===== src/hdl/hjs_pkg.sv =====
// Shared constants and types of the HRRN job scheduler.
`default_nettype none
package hjs_pkg;

    localparam int MAX_PROCS_DEF  = 16;
    localparam int TIME_WIDTH_DEF = 16;

    localparam int IN_FIELD_W = 16;
    localparam int S_TDATA_W  = 32;

    localparam int OUT_IDX_W  = 6;
    localparam int OUT_TIME_W = 21;
    localparam int M_TDATA_W  = 96;

    localparam logic [OUT_TIME_W-1:0] OUT_MAX = {OUT_TIME_W{1'b1}};

    typedef struct packed {
        logic mul_first;
        logic mul_second;
    } cmp_ctrl_t;

endpackage
`default_nettype wire


===== src/hdl/hjs_job_mem.sv =====
// Job store: arrival and burst per slot, one write and one registered read port.
`default_nettype none
module hjs_job_mem #(
    parameter int DEPTH = hjs_pkg::MAX_PROCS_DEF,
    parameter int AW    = $clog2(hjs_pkg::MAX_PROCS_DEF),
    parameter int DW    = 2 * hjs_pkg::TIME_WIDTH_DEF
) (
    input  wire logic          aclk,
    input  wire logic          we,
    input  wire logic [AW-1:0] waddr,
    input  wire logic [DW-1:0] wdata,
    input  wire logic [AW-1:0] raddr,
    output logic      [DW-1:0] rdata
);

    logic [DW-1:0] mem [DEPTH];

    always_ff @(posedge aclk) begin
        if (we) begin
            mem[waddr] <= wdata;
        end
    end

    always_ff @(posedge aclk) begin
        rdata <= mem[raddr];
    end

endmodule
`default_nettype wire


===== src/hdl/hjs_cmp_unit.sv =====
// Shared multiplier and response-ratio compare of a candidate against the current best.
`default_nettype none
module hjs_cmp_unit #(
    parameter int NUM_W = 22,
    parameter int SW    = hjs_pkg::TIME_WIDTH_DEF
) (
    input  wire logic              aclk,
    input  wire hjs_pkg::cmp_ctrl_t ctrl,
    input  wire logic [NUM_W-1:0]  cand_num,
    input  wire logic [NUM_W-1:0]  best_num,
    input  wire logic [SW-1:0]     cand_bur,
    input  wire logic [SW-1:0]     best_bur,
    input  wire logic [SW-1:0]     cand_arr,
    input  wire logic [SW-1:0]     best_arr,
    output logic                   cand_wins
);

    localparam int PW = NUM_W + SW;

    logic [NUM_W-1:0] mul_a;
    logic [SW-1:0]    mul_b;
    logic [PW-1:0]    mul_out;
    logic [PW-1:0]    p_reg, p_next;
    logic [PW-1:0]    q_reg, q_next;

    always_comb begin
        mul_a   = ctrl.mul_first ? cand_num : best_num;
        mul_b   = ctrl.mul_first ? best_bur : cand_bur;
        mul_out = mul_a * mul_b;
        p_next  = ctrl.mul_first ? mul_out : p_reg;
        q_next  = ctrl.mul_second ? mul_out : q_reg;
    end

    always_ff @(posedge aclk) begin
        p_reg <= p_next;
        q_reg <= q_next;
    end

    assign cand_wins = (p_reg > q_reg) || ((p_reg == q_reg) && (cand_arr < best_arr));

endmodule
`default_nettype wire


===== src/hdl/hrrn_job_scheduler_top.sv =====
// Top level of the non-preemptive highest-response-ratio-next job scheduler.
//
// Input stream: each word loads one job (arrival, burst) into the next free slot,
// one word per cycle while the block is idle. Jobs beyond MAX_PROCS are dropped
// and m_tuser reports the drop on every result of that set. A word with s_tlast
// set closes the set; s_tready stays low until the whole schedule has been sent.
// Output stream: one word per held job in run order, m_tlast on the final one.
// Scheduling: each result scans all n held jobs through one registered-read port:
// a job that is done, not ready or the first ready one passes RD and EVAL only;
// each further ready job also goes through MUL1, MUL2 and CMP on the shared
// multiplier (two products, one compare); DECIDE then builds the result and OUT
// presents the word. When no job is ready the time jumps to the next arrival
// and the scan runs once more.
// A stalled m_tready holds the result word and the whole scan.
// Reset clears the job count, drop flag, done mask and sequencer; the job store
// itself is not cleared, only slots loaded in the current set are read.
`default_nettype none
module hrrn_job_scheduler_top #(
    parameter int MAX_PROCS  = hjs_pkg::MAX_PROCS_DEF,
    parameter int TIME_WIDTH = hjs_pkg::TIME_WIDTH_DEF
) (
    input  wire logic                          aclk,
    input  wire logic                          aresetn,
    input  wire logic                          s_tvalid,
    output logic                               s_tready,
    // [15:0] arrival, [31:16] burst_length
    input  wire logic [hjs_pkg::S_TDATA_W-1:0] s_tdata,
    input  wire logic                          s_tlast,
    output logic                               m_tvalid,
    input  wire logic                          m_tready,
    // [5:0] job_index, [26:6] start_time, [47:27] finish_time, [68:48] wait_time,
    // [89:69] turnaround, [95:90] zero
    output logic [hjs_pkg::M_TDATA_W-1:0]      m_tdata,
    // [0] jobs_dropped
    output logic                               m_tuser,
    output logic                               m_tlast
);

    localparam int FW     = hjs_pkg::IN_FIELD_W;
    localparam int SW     = (TIME_WIDTH < FW) ? TIME_WIDTH : FW;
    localparam int IW     = $clog2(MAX_PROCS);
    localparam int CW     = $clog2(MAX_PROCS + 1);
    localparam int TIME_W = SW + IW + 1;
    localparam int NUM_W  = TIME_W + 1;
    localparam int OTW    = hjs_pkg::OUT_TIME_W;
    localparam int SAT_W  = (TIME_W > OTW) ? TIME_W : OTW;
    localparam int PAD_W  = hjs_pkg::M_TDATA_W - hjs_pkg::OUT_IDX_W - 4 * OTW;

    localparam logic [2:0] ST_IDLE   = 3'd0;
    localparam logic [2:0] ST_RD     = 3'd1;
    localparam logic [2:0] ST_EVAL   = 3'd2;
    localparam logic [2:0] ST_MUL1   = 3'd3;
    localparam logic [2:0] ST_MUL2   = 3'd4;
    localparam logic [2:0] ST_CMP    = 3'd5;
    localparam logic [2:0] ST_DECIDE = 3'd6;
    localparam logic [2:0] ST_OUT    = 3'd7;

    function automatic logic [OTW-1:0] sat_out(input logic [SAT_W-1:0] v);
        logic [OTW-1:0] r;
        if (v > SAT_W'(hjs_pkg::OUT_MAX)) begin
            r = hjs_pkg::OUT_MAX;
        end else begin
            r = v[OTW-1:0];
        end
        return r;
    endfunction

    logic [2:0]           state_reg, state_next;
    logic [CW-1:0]        cnt_reg, cnt_next;
    logic                 drop_reg, drop_next;
    logic [SW-1:0]        min_reg, min_next;
    logic [TIME_W-1:0]    time_reg, time_next;
    logic [IW-1:0]        idx_reg, idx_next;
    logic [IW-1:0]        k_reg, k_next;
    logic [MAX_PROCS-1:0] done_reg, done_next;
    logic                 have_best_reg, have_best_next;
    logic [IW-1:0]        best_idx_reg, best_idx_next;
    logic [SW-1:0]        best_arr_reg, best_arr_next;
    logic [SW-1:0]        best_bur_reg, best_bur_next;
    logic [NUM_W-1:0]     best_num_reg, best_num_next;
    logic                 have_nxt_reg, have_nxt_next;
    logic [SW-1:0]        nxt_arr_reg, nxt_arr_next;
    logic [NUM_W-1:0]     cand_num_reg, cand_num_next;

    logic [hjs_pkg::OUT_IDX_W-1:0] out_idx_reg, out_idx_next;
    logic [OTW-1:0]       out_start_reg, out_start_next;
    logic [OTW-1:0]       out_fin_reg, out_fin_next;
    logic [OTW-1:0]       out_wait_reg, out_wait_next;
    logic [OTW-1:0]       out_turn_reg, out_turn_next;
    logic                 out_last_reg, out_last_next;

    logic                 s_acc;
    logic                 full;
    logic [SW-1:0]        arr_in, bur_in, min_new;
    logic                 mem_we;
    logic [2*SW-1:0]      rd_data;
    logic [SW-1:0]        rd_arr, rd_bur;
    logic [CW-1:0]        cnt_m1;
    logic                 idx_last;
    logic                 cand_ready;
    logic [NUM_W-1:0]     cand_num;
    logic                 cand_wins;
    hjs_pkg::cmp_ctrl_t   cmp_ctrl;

    assign s_tready = (state_reg == ST_IDLE);
    assign s_acc    = s_tvalid && s_tready;
    assign full     = (cnt_reg == CW'(MAX_PROCS));
    assign arr_in   = s_tdata[SW-1:0];
    assign bur_in   = (s_tdata[FW +: SW] == '0) ? SW'(1) : s_tdata[FW +: SW];
    assign min_new  = ((cnt_reg == '0) || (arr_in < min_reg)) ? arr_in : min_reg;
    assign mem_we   = s_acc && !full;

    assign rd_arr     = rd_data[SW-1:0];
    assign rd_bur     = rd_data[2*SW-1:SW];
    assign cnt_m1     = cnt_reg - CW'(1);
    assign idx_last   = (idx_reg == cnt_m1[IW-1:0]);
    assign cand_ready = (TIME_W'(rd_arr) <= time_reg);
    assign cand_num   = NUM_W'(time_reg - TIME_W'(rd_arr)) + NUM_W'(rd_bur);

    assign cmp_ctrl = {(state_reg == ST_MUL1), (state_reg == ST_MUL2)};

    hjs_job_mem #(
        .DEPTH(MAX_PROCS),
        .AW   (IW),
        .DW   (2 * SW)
    ) u_mem (
        .aclk (aclk),
        .we   (mem_we),
        .waddr(cnt_reg[IW-1:0]),
        .wdata({bur_in, arr_in}),
        .raddr(idx_reg),
        .rdata(rd_data)
    );

    hjs_cmp_unit #(
        .NUM_W(NUM_W),
        .SW   (SW)
    ) u_cmp (
        .aclk     (aclk),
        .ctrl     (cmp_ctrl),
        .cand_num (cand_num_reg),
        .best_num (best_num_reg),
        .cand_bur (rd_bur),
        .best_bur (best_bur_reg),
        .cand_arr (rd_arr),
        .best_arr (best_arr_reg),
        .cand_wins(cand_wins)
    );

    always_comb begin
        state_next     = state_reg;
        cnt_next       = cnt_reg;
        drop_next      = drop_reg;
        min_next       = min_reg;
        time_next      = time_reg;
        idx_next       = idx_reg;
        k_next         = k_reg;
        done_next      = done_reg;
        have_best_next = have_best_reg;
        best_idx_next  = best_idx_reg;
        best_arr_next  = best_arr_reg;
        best_bur_next  = best_bur_reg;
        best_num_next  = best_num_reg;
        have_nxt_next  = have_nxt_reg;
        nxt_arr_next   = nxt_arr_reg;
        cand_num_next  = cand_num_reg;
        out_idx_next   = out_idx_reg;
        out_start_next = out_start_reg;
        out_fin_next   = out_fin_reg;
        out_wait_next  = out_wait_reg;
        out_turn_next  = out_turn_reg;
        out_last_next  = out_last_reg;

        unique case (state_reg)
            ST_IDLE: begin
                if (s_acc) begin
                    if (full) begin
                        drop_next = 1'b1;
                    end else begin
                        cnt_next = cnt_reg + CW'(1);
                        min_next = min_new;
                    end
                    if (s_tlast) begin
                        time_next      = TIME_W'(full ? min_reg : min_new);
                        idx_next       = '0;
                        k_next         = '0;
                        have_best_next = 1'b0;
                        have_nxt_next  = 1'b0;
                        state_next     = ST_RD;
                    end
                end
            end
            ST_RD: begin
                state_next = ST_EVAL;
            end
            ST_EVAL: begin
                state_next = idx_last ? ST_DECIDE : ST_RD;
                if (!idx_last) begin
                    idx_next = idx_reg + IW'(1);
                end
                if (!done_reg[idx_reg]) begin
                    if (cand_ready) begin
                        if (!have_best_reg) begin
                            have_best_next = 1'b1;
                            best_idx_next  = idx_reg;
                            best_arr_next  = rd_arr;
                            best_bur_next  = rd_bur;
                            best_num_next  = cand_num;
                        end else begin
                            cand_num_next = cand_num;
                            idx_next      = idx_reg;
                            state_next    = ST_MUL1;
                        end
                    end else if (!have_nxt_reg || (rd_arr < nxt_arr_reg)) begin
                        have_nxt_next = 1'b1;
                        nxt_arr_next  = rd_arr;
                    end
                end
            end
            ST_MUL1: begin
                state_next = ST_MUL2;
            end
            ST_MUL2: begin
                state_next = ST_CMP;
            end
            ST_CMP: begin
                if (cand_wins) begin
                    best_idx_next = idx_reg;
                    best_arr_next = rd_arr;
                    best_bur_next = rd_bur;
                    best_num_next = cand_num_reg;
                end
                if (idx_last) begin
                    state_next = ST_DECIDE;
                end else begin
                    idx_next   = idx_reg + IW'(1);
                    state_next = ST_RD;
                end
            end
            ST_DECIDE: begin
                if (have_best_reg) begin
                    out_idx_next   = hjs_pkg::OUT_IDX_W'(best_idx_reg);
                    out_start_next = sat_out(SAT_W'(time_reg));
                    out_fin_next   = sat_out(SAT_W'(time_reg + TIME_W'(best_bur_reg)));
                    out_wait_next  = sat_out(SAT_W'(time_reg - TIME_W'(best_arr_reg)));
                    out_turn_next  = sat_out(SAT_W'(best_num_reg));
                    out_last_next  = (k_reg == cnt_m1[IW-1:0]);
                    state_next     = ST_OUT;
                end else begin
                    time_next     = TIME_W'(nxt_arr_reg);
                    idx_next      = '0;
                    have_nxt_next = 1'b0;
                    state_next    = ST_RD;
                end
            end
            ST_OUT: begin
                if (m_tready) begin
                    done_next[best_idx_reg] = 1'b1;
                    time_next      = time_reg + TIME_W'(best_bur_reg);
                    have_best_next = 1'b0;
                    have_nxt_next  = 1'b0;
                    idx_next       = '0;
                    if (out_last_reg) begin
                        cnt_next   = '0;
                        drop_next  = 1'b0;
                        done_next  = '0;
                        k_next     = '0;
                        state_next = ST_IDLE;
                    end else begin
                        k_next     = k_reg + IW'(1);
                        state_next = ST_RD;
                    end
                end
            end
            default: begin
                state_next = ST_IDLE;
            end
        endcase
    end

    always_ff @(posedge aclk) begin
        if (!aresetn) begin
            state_reg     <= ST_IDLE;
            cnt_reg       <= '0;
            drop_reg      <= 1'b0;
            time_reg      <= '0;
            idx_reg       <= '0;
            k_reg         <= '0;
            done_reg      <= '0;
            have_best_reg <= 1'b0;
            have_nxt_reg  <= 1'b0;
        end else begin
            state_reg     <= state_next;
            cnt_reg       <= cnt_next;
            drop_reg      <= drop_next;
            time_reg      <= time_next;
            idx_reg       <= idx_next;
            k_reg         <= k_next;
            done_reg      <= done_next;
            have_best_reg <= have_best_next;
            have_nxt_reg  <= have_nxt_next;
        end
    end

    always_ff @(posedge aclk) begin
        min_reg       <= min_next;
        best_idx_reg  <= best_idx_next;
        best_arr_reg  <= best_arr_next;
        best_bur_reg  <= best_bur_next;
        best_num_reg  <= best_num_next;
        nxt_arr_reg   <= nxt_arr_next;
        cand_num_reg  <= cand_num_next;
        out_idx_reg   <= out_idx_next;
        out_start_reg <= out_start_next;
        out_fin_reg   <= out_fin_next;
        out_wait_reg  <= out_wait_next;
        out_turn_reg  <= out_turn_next;
        out_last_reg  <= out_last_next;
    end

    assign m_tvalid = (state_reg == ST_OUT);
    assign m_tdata  = {{PAD_W{1'b0}}, out_turn_reg, out_wait_reg, out_fin_reg,
                       out_start_reg, out_idx_reg};
    assign m_tuser  = drop_reg;
    assign m_tlast  = out_last_reg;

endmodule
`default_nettype wire


===== config.mk =====
export PLATFORM = sky130hd
export DESIGN_NAME = hrrn_job_scheduler_top
export DESIGN_NICKNAME = d
export VERILOG_FILES = /design/src/hdl/hjs_pkg.sv /design/src/hdl/hjs_job_mem.sv /design/src/hdl/hjs_cmp_unit.sv /design/src/hdl/hrrn_job_scheduler_top.sv
export SDC_FILE = /design/constraint.sdc
export NUM_CORES = 2
export LEC_CHECK = 0
export BUFFER_PORTS_ARGS = -buffer_cell sky130_fd_sc_hd__buf_2
export CAP_MARGIN = 25
export CORE_MARGIN = 2
export CORE_UTILIZATION = 63
export DETAILED_ROUTE_END_ITERATION = 7
export GPL_ROUTABILITY_DRIVEN = 0
export PLACE_DENSITY = 0.8
export SLEW_MARGIN = 25
export SYNTH_ARGS = -nofsm -noshare
export SYNTH_HDL_FRONTEND = slang
export SYNTH_SLANG_ARGS = --single-unit

===== constraint.sdc =====
create_clock -name aclk -period 10.1 [get_ports aclk]
set_input_delay 1.01 -clock aclk [delete_from_list [all_inputs] [get_ports aclk]]
set_output_delay 1.01 -clock aclk [all_outputs]
set_load 0.01 [all_outputs]

== After elaboration in Yosys (flattened, before gate mapping) ==
Memories as Yosys holds them, arrays and structs flattened. A register that Yosys moved wholly into a read port is not among the register bits.
Cells that the tools add are included.
Cells by class
  multipliers: 1
  equal/unequal tests: 25
  magnitude comparators: 12
  bitwise logic cells: 4
  add/subtract/negate cells: 8
  reductions and logical operators: 32
  mux-type cells: 80
Operator list (number)
  16-bit 2-to-1 mux: 13
  22-bit 2-to-1 mux: 5
  21-bit > comparator (second input constant): 4
  21-bit 2-to-1 mux: 4
  16-bit one-hot mux with 2 select lines: 2
  21-bit one-hot mux with 3 select lines: 1
  4-bit 2-to-1 mux: 14
  16-bit < comparator: 3
  22-bit one-hot mux with 2 select lines: 1
  38-bit equality test: 1
  38-bit > comparator: 1
  22-bit by 16-bit multiplier with 38-bit output: 1
  3-bit 2-to-1 mux: 8
  3-bit one-hot mux with 8 select lines: 1
  22-bit by 16-bit adder with 22-bit output: 1
  21-bit by 16-bit subtractor with 22-bit output: 1
  21-bit by 16-bit adder with 21-bit output: 1
  16-bit by 21-bit <= comparator with 1-bit output: 1
  21-bit by 16-bit subtractor with 21-bit output: 1
  5-bit 2-to-1 mux: 4
  4-bit one-hot mux with 5 select lines: 1
  5-bit AND reduction: 4
  1-bit 2-to-1 mux: 18
  16-bit logical NOT: 1
  other kinds (36): 70
Word-level totals
  RAM bits: 512
  output and inout port bits: 100
  memories kept: 1
  input port bits: 37
  register bits after elaboration: 333
Memory list
  u_mem.mem: words 16, width 32, rd ports 1, clocked after memory_dff 1, write ports 1, line hjs_job_mem.sv:16  | logic [DW-1:0] mem [DEPTH];

== Logic depth before layout (Yosys ltp) ==
  depth in word-level cells: 7
  depth in mapped cells: 32
  mapped depth without buffers: 27

== Modules after synthesis ==
A second synthesis with hierarchy kept.
Unflattened totals
  cell total of the unflattened synthesis: 3841
  area total of the unflattened synthesis: 49887.8 µm²
Modules (own cells, without submodules)
  hjs_job_mem: times used 1, cells an instance 838, area each 19854.0 µm², seq. area each 16015.4 µm²
  hjs_cmp_unit: times used 1, cells an instance 1652, area each 15484.9 µm², seq. area each 2282.2 µm²
  hrrn_job_scheduler_top: times used 1, cells an instance 1351, area each 14549.0 µm², seq. area each 7156.9 µm²

== Worst setup path after synthesis ==
OpenSTA, ideal clock, no wires.
  path type: flip-flop to flip-flop
  start point: reg state_reg[1]
  end point: reg u_cmp.p_reg[32], data pin
  arrival time: 7.327 ns
  stages on the path, launching flop included: 30
  required time: 9.838 ns
  period minus slack after synthesis: 7.589 ns
  path buffers: 4
  path slack: 2.511 ns
  cell sequence: dfxtp_1 buf_6 inv_2 or3_1 clkbuf_1 clkinv_1 buf_2 buf_2 nand2_1 nand2_1 nand2_1 fa_1 inv_1 fa_1 fa_1 fa_1 fa_1 inv_1 fa_1 inv_1 ha_1 or3_1 o21ai_0 o32ai_1 a31oi_2 o21ai_2 a21o_1 a221oi_1 a21oi_1 xnor2_1
On the way
  longest elaborated chain between the ends: 3
  elaborated cells on any way between the ends: 4
  those cells by class: mul (1); eq/ne (1); mux (2)
Ends and longest elaborated chain
  from (decl): line hrrn_job_scheduler_top.sv:68  | logic [2:0] state_reg, state_next;
  from (signal assigned): line hrrn_job_scheduler_top.sv:293  | state_reg <= state_next;
  3-bit by 2-bit equality test with 1-bit output (*): line hrrn_job_scheduler_top.sv:120  | assign cmp_ctrl = {(state_reg == ST_MUL1), (state_reg == ST_MUL2)};
  22-bit 2-to-1 mux / 16-bit 2-to-1 mux (equally long branches): line hjs_cmp_unit.sv:27, hjs_cmp_unit.sv:28
  22-bit by 16-bit multiplier with 38-bit output (*): line hjs_cmp_unit.sv:29  | mul_out = mul_a * mul_b;
  via u_cmp.mul_out[32]: line hjs_cmp_unit.sv:22  | logic [PW-1:0] mul_out;
  to (signal assigned): line hjs_cmp_unit.sv:35  | p_reg <= p_next;
  to (decl): line hjs_cmp_unit.sv:23  | logic [PW-1:0] p_reg, p_next;
Mark *: on every way through the listed nets, which the timed path passes. The rest lies on a longest branch.
A chain may end at the register's enable or synchronous reset.

== Worst setup path after layout ==
  start point: reg state_reg[2]
  end point: reg u_cmp.q_reg[29], data pin
On the way
  longest elaborated chain between the ends: 3
  elaborated cells on any way between the ends: 4
  those cells by class: mul (1); eq/ne (1); mux (2)
Ends and longest elaborated chain
  3-bit by 2-bit equality test with 1-bit output (*): line hrrn_job_scheduler_top.sv:120
  22-bit 2-to-1 mux / 16-bit 2-to-1 mux (equally long branches): line hjs_cmp_unit.sv:27, hjs_cmp_unit.sv:28
  22-bit by 16-bit multiplier with 38-bit output (*): line hjs_cmp_unit.sv:29
  via u_cmp.mul_out[29]: line hjs_cmp_unit.sv:22
  to (signal assigned): line hjs_cmp_unit.sv:36  | q_reg <= q_next;
  to (decl): line hjs_cmp_unit.sv:24  | logic [PW-1:0] q_reg, q_next;
Marks and branches as above.

==> run_results.csv <==
group,metric,value,unit
run_status,status,"completed",
clock_tree,clk_pin_slew_worst_paths,0.06,ns
routing,viasPerCell,6.25,
cells_and_area,fin_nets,4479,
floorplanning,die_area,80800,sq um
timing,finalHoldViolCount,0,
floorplanning,core,77600,sq um
global_routing,grt_pass1_wl,191000,um
floorplanning,fp-row-count,102,
global_routing,grt_max_degree,114,
synthesis,ys_types,97,
floorplanning,die_w,284,um
critical_path,reg2reg_depth,24,
critical_path,crit_arrival,9.74,ns
routing,ant_nets,0,
worst_hold_path,hp-class,"register to register",
timing,setup_viol,0,
cells_and_area,largest_reg_flops,512,
floorplanning,die_y,284,um
synthesis,ys_seq_area_share,51.4,%
clock_tree,cts_tree,"built",
routing,drt_iter0_drc,3842,
critical_path,required,10.60,ns
timing,min_period,9.24,ns
clock_tree,htree_levels,3,
synthesis,yosysWarnings,0,
synthesis,synth.cell_area,49500,sq um
synthesis,synth_area_leaders,"edfxtp_1, fa_1, mux4_2",
routing,finalWirelength,124000,um
worst_hold_path,hold_depth,0,
timing,clock_skew,0.0360,ns
cells_and_area,syn2layout_area_growth,9.15,%
synthesis,yosysTopAreaCell,"edfxtp_1",
synthesis,syn_inst,3771,
cells_and_area,multi_input_area,21500,sq um
global_routing,track_usage,31.6,%
timing,max_slew_margin,28.4,%
worst_hold_path,min_from,"best_num_reg[0]",
critical_path,worstSetupPathType,"register to register",
synthesis,synthArstFlopShare,0,%
job,maxCapViolations,0,
global_routing,grt_antenna_before_repair,7,
synthesis,syn_area_per_cell,13.1,sq um
cells_and_area,ff_latch_area,25500,sq um
timing,tightest_slew,1.04,ns
floorplanning,start_util,63.8,%
timing,finalCritPeriodShare,91.5,%
clock_tree,postCtsSetupBuffers,0,
clock_tree,clk_latency,0.68,ns
timing,hold_slack,0.452,ns
timing,rsz0062_at_grt,"no",
clock_tree,cts_root_buf,"clkbuf_16",
global_routing,gr-total-overflow,0,
critical_path,critPathLaunchType,"register",
clock_tree,cts_buffers,87,
synthesis,synth_flop_cell,"edfxtp_1",
timing,report.final.slew_viol_count,0,
critical_path,critPathLaunch,"state_reg[2]",
routing,drc,0,
routing,wl_per_cell,25.0,um
critical_path,critPathMaxFanout,54,
timing,max_freq,108,MHz
critical_path,critPathCaptureType,"register",
place,place_hpwl,82700,um
clock_tree,cts.sinks,877,
cells_and_area,stdcell_count,4978,
timing,setup_tns,0,ns
global_routing,first_global_vias,32000,
clock_tree,cts_resized,0,
place,port_buffers,128,
critical_path,rr_startpoint,"state_reg[2]",
routing,firstDrtPassIters,7,
place,dp_cells,4819,
clock_tree,cts_hold_buf,0,
synthesis,ys_ff_latch,877,
routing,vias,31100,
synthesis,synth-edff-count,789,
synthesis,synth_top_area_share,47.9,%
floorplanning,ios,137,
clock_tree,clock_path_buffers,3,
cells_and_area,layout-drive-gt1-share,14.4,%
cells_and_area,n_fill_cell,5171,
## layout make-up
| class | instances | area share, % |
|---|---|---|
| Sequential cell | 877 | 47.1 |
| Multi-Input combinational cell | 2208 | 39.9 |
| Clock buffer | 112 | 4.28 |
| Inverter | 515 | 3.58 |
| Tap cell | 1040 | 2.41 |
| Timing Repair Buffer | 179 | 1.92 |
| Clock inverter | 44 | 0.824 |
| Antenna cell | 3 | 0.0139 |
## worst paths after layout
path                                         to  slack [ns]
worst min-delay path            out_turn_reg[0]        0.45
worst max-delay path            u_cmp.q_reg[29]        0.86
worst min register to register  out_turn_reg[0]        0.45
worst max register to register  u_cmp.q_reg[29]        0.86
## cells in the mapped netlist, types with 11 or more instances
cell,instances
clkbuf_1,122
edfxtp_1,789
nor2b_1,16
fa_1,296
nand2_1,394
nor2_1,253
a21o_1,51
a211oi_1,19
a21oi_1,132
nor3_1,34
o211ai_1,16
and2_1,14
or3_1,11
o21ai_1,17
inv_1,511
mux2_2,25
nand4_1,30
and3_1,11
xor2_1,26
o21ai_0,99
a31oi_1,15
buf_2,30
nand2b_1,18
xnor2_1,75
nand3_1,32
mux4_2,165
ha_1,278
dfxtp_1,88
o21bai_1,12
mux2i_1,40
## routing by layer
| layer | track usage, % | wire length (um) | share of wire, % | vias up |
|---|---|---|---|---|
| met2 | 51.6 | 59900 | 48 | 1850 |
| met4 | 15.3 | 6990 | 5.6 | 2 |
| met3 | 6.38 | 12400 | 9.9 | 415 |
| li1 | - | - | - | 13400 |
| met5 | 0 | 16 | 0.013 | - |
| met1 | 40.8 | 45000 | 36 | 15500 |
## critical path: stages (launching register included)
cell and delay, ns:
dfxtp_1 0.60, or3_2 0.73, clkinv_2 0.84, o21ai_1 1.10
nand2_1 0.19, fa_1 0.58, inv_1 0.05, fa_1 0.52
inv_1 0.05, fa_1 0.49, inv_1 0.05, fa_1 0.47
inv_1 0.05, fa_1 0.53, inv_1 0.06, fa_1 0.47
ha_1 0.39, and3_1 0.30, a31oi_1 0.11, nand2_1 0.19
a41oi_2 0.29, o21ai_1 0.34, nand4_1 0.17, a311o_1 0.34
nand4_1 0.12
## placed cells by master (no fill, tap or decap), types with 10 or more instances in the layout
master / n
nor3_1: 30
a21oi_1: 130
mux2_2: 25
a211oi_1: 19
mux4_2: 165
nor2_1: 240
a31oi_1: 15
nand3_1: 32
xor2_1: 26
and3_1: 10
mux2i_1: 34
nand2_1: 394
inv_1: 510
dfxtp_1: 84
edfxtp_1: 789
clkbuf_16: 88
o21ai_1: 16
xnor2_1: 75
buf_4: 50
fa_1: 296
clkinv_2: 17
buf_2: 128
nor2_4: 15
or3_1: 10
o211ai_1: 16
nor2b_1: 16
nand2b_1: 18
o21ai_0: 97
ha_1: 278
clkbuf_1: 22
o21bai_1: 12
nand4_1: 30
clkinv_1: 14
and2_1: 14
a21o_1: 51
## through the flow
step	instance area (sq um)	util, %	setup slack [ns]
after floorplan	49500	-	2.51
after global placement	51200	66.0	1.13
after detailed placement	51200	66.0	0.907
after CTS	54000	69.6	0.900
after global routing	54000	69.6	0.231
final	54000	69.6	0.861
## cell families after synthesis
family                     count (synthesis)  share of synthesized area (%)
DFF                                      877                           51.4
and+or+nand+nor                          845                           7.41
buffers and inverters                    693                           5.53
adders and majority gates                574                           19.0
AOI/OAI and AO/OA                        447                           5.86
muxes                                    231                           8.93
xor gates and xnor gates                 103                           1.87
other                                      1                        0.00757
Power is not shown: default switching activity piles up to over one toggle a cycle in this logic, so the estimate is an artifact.
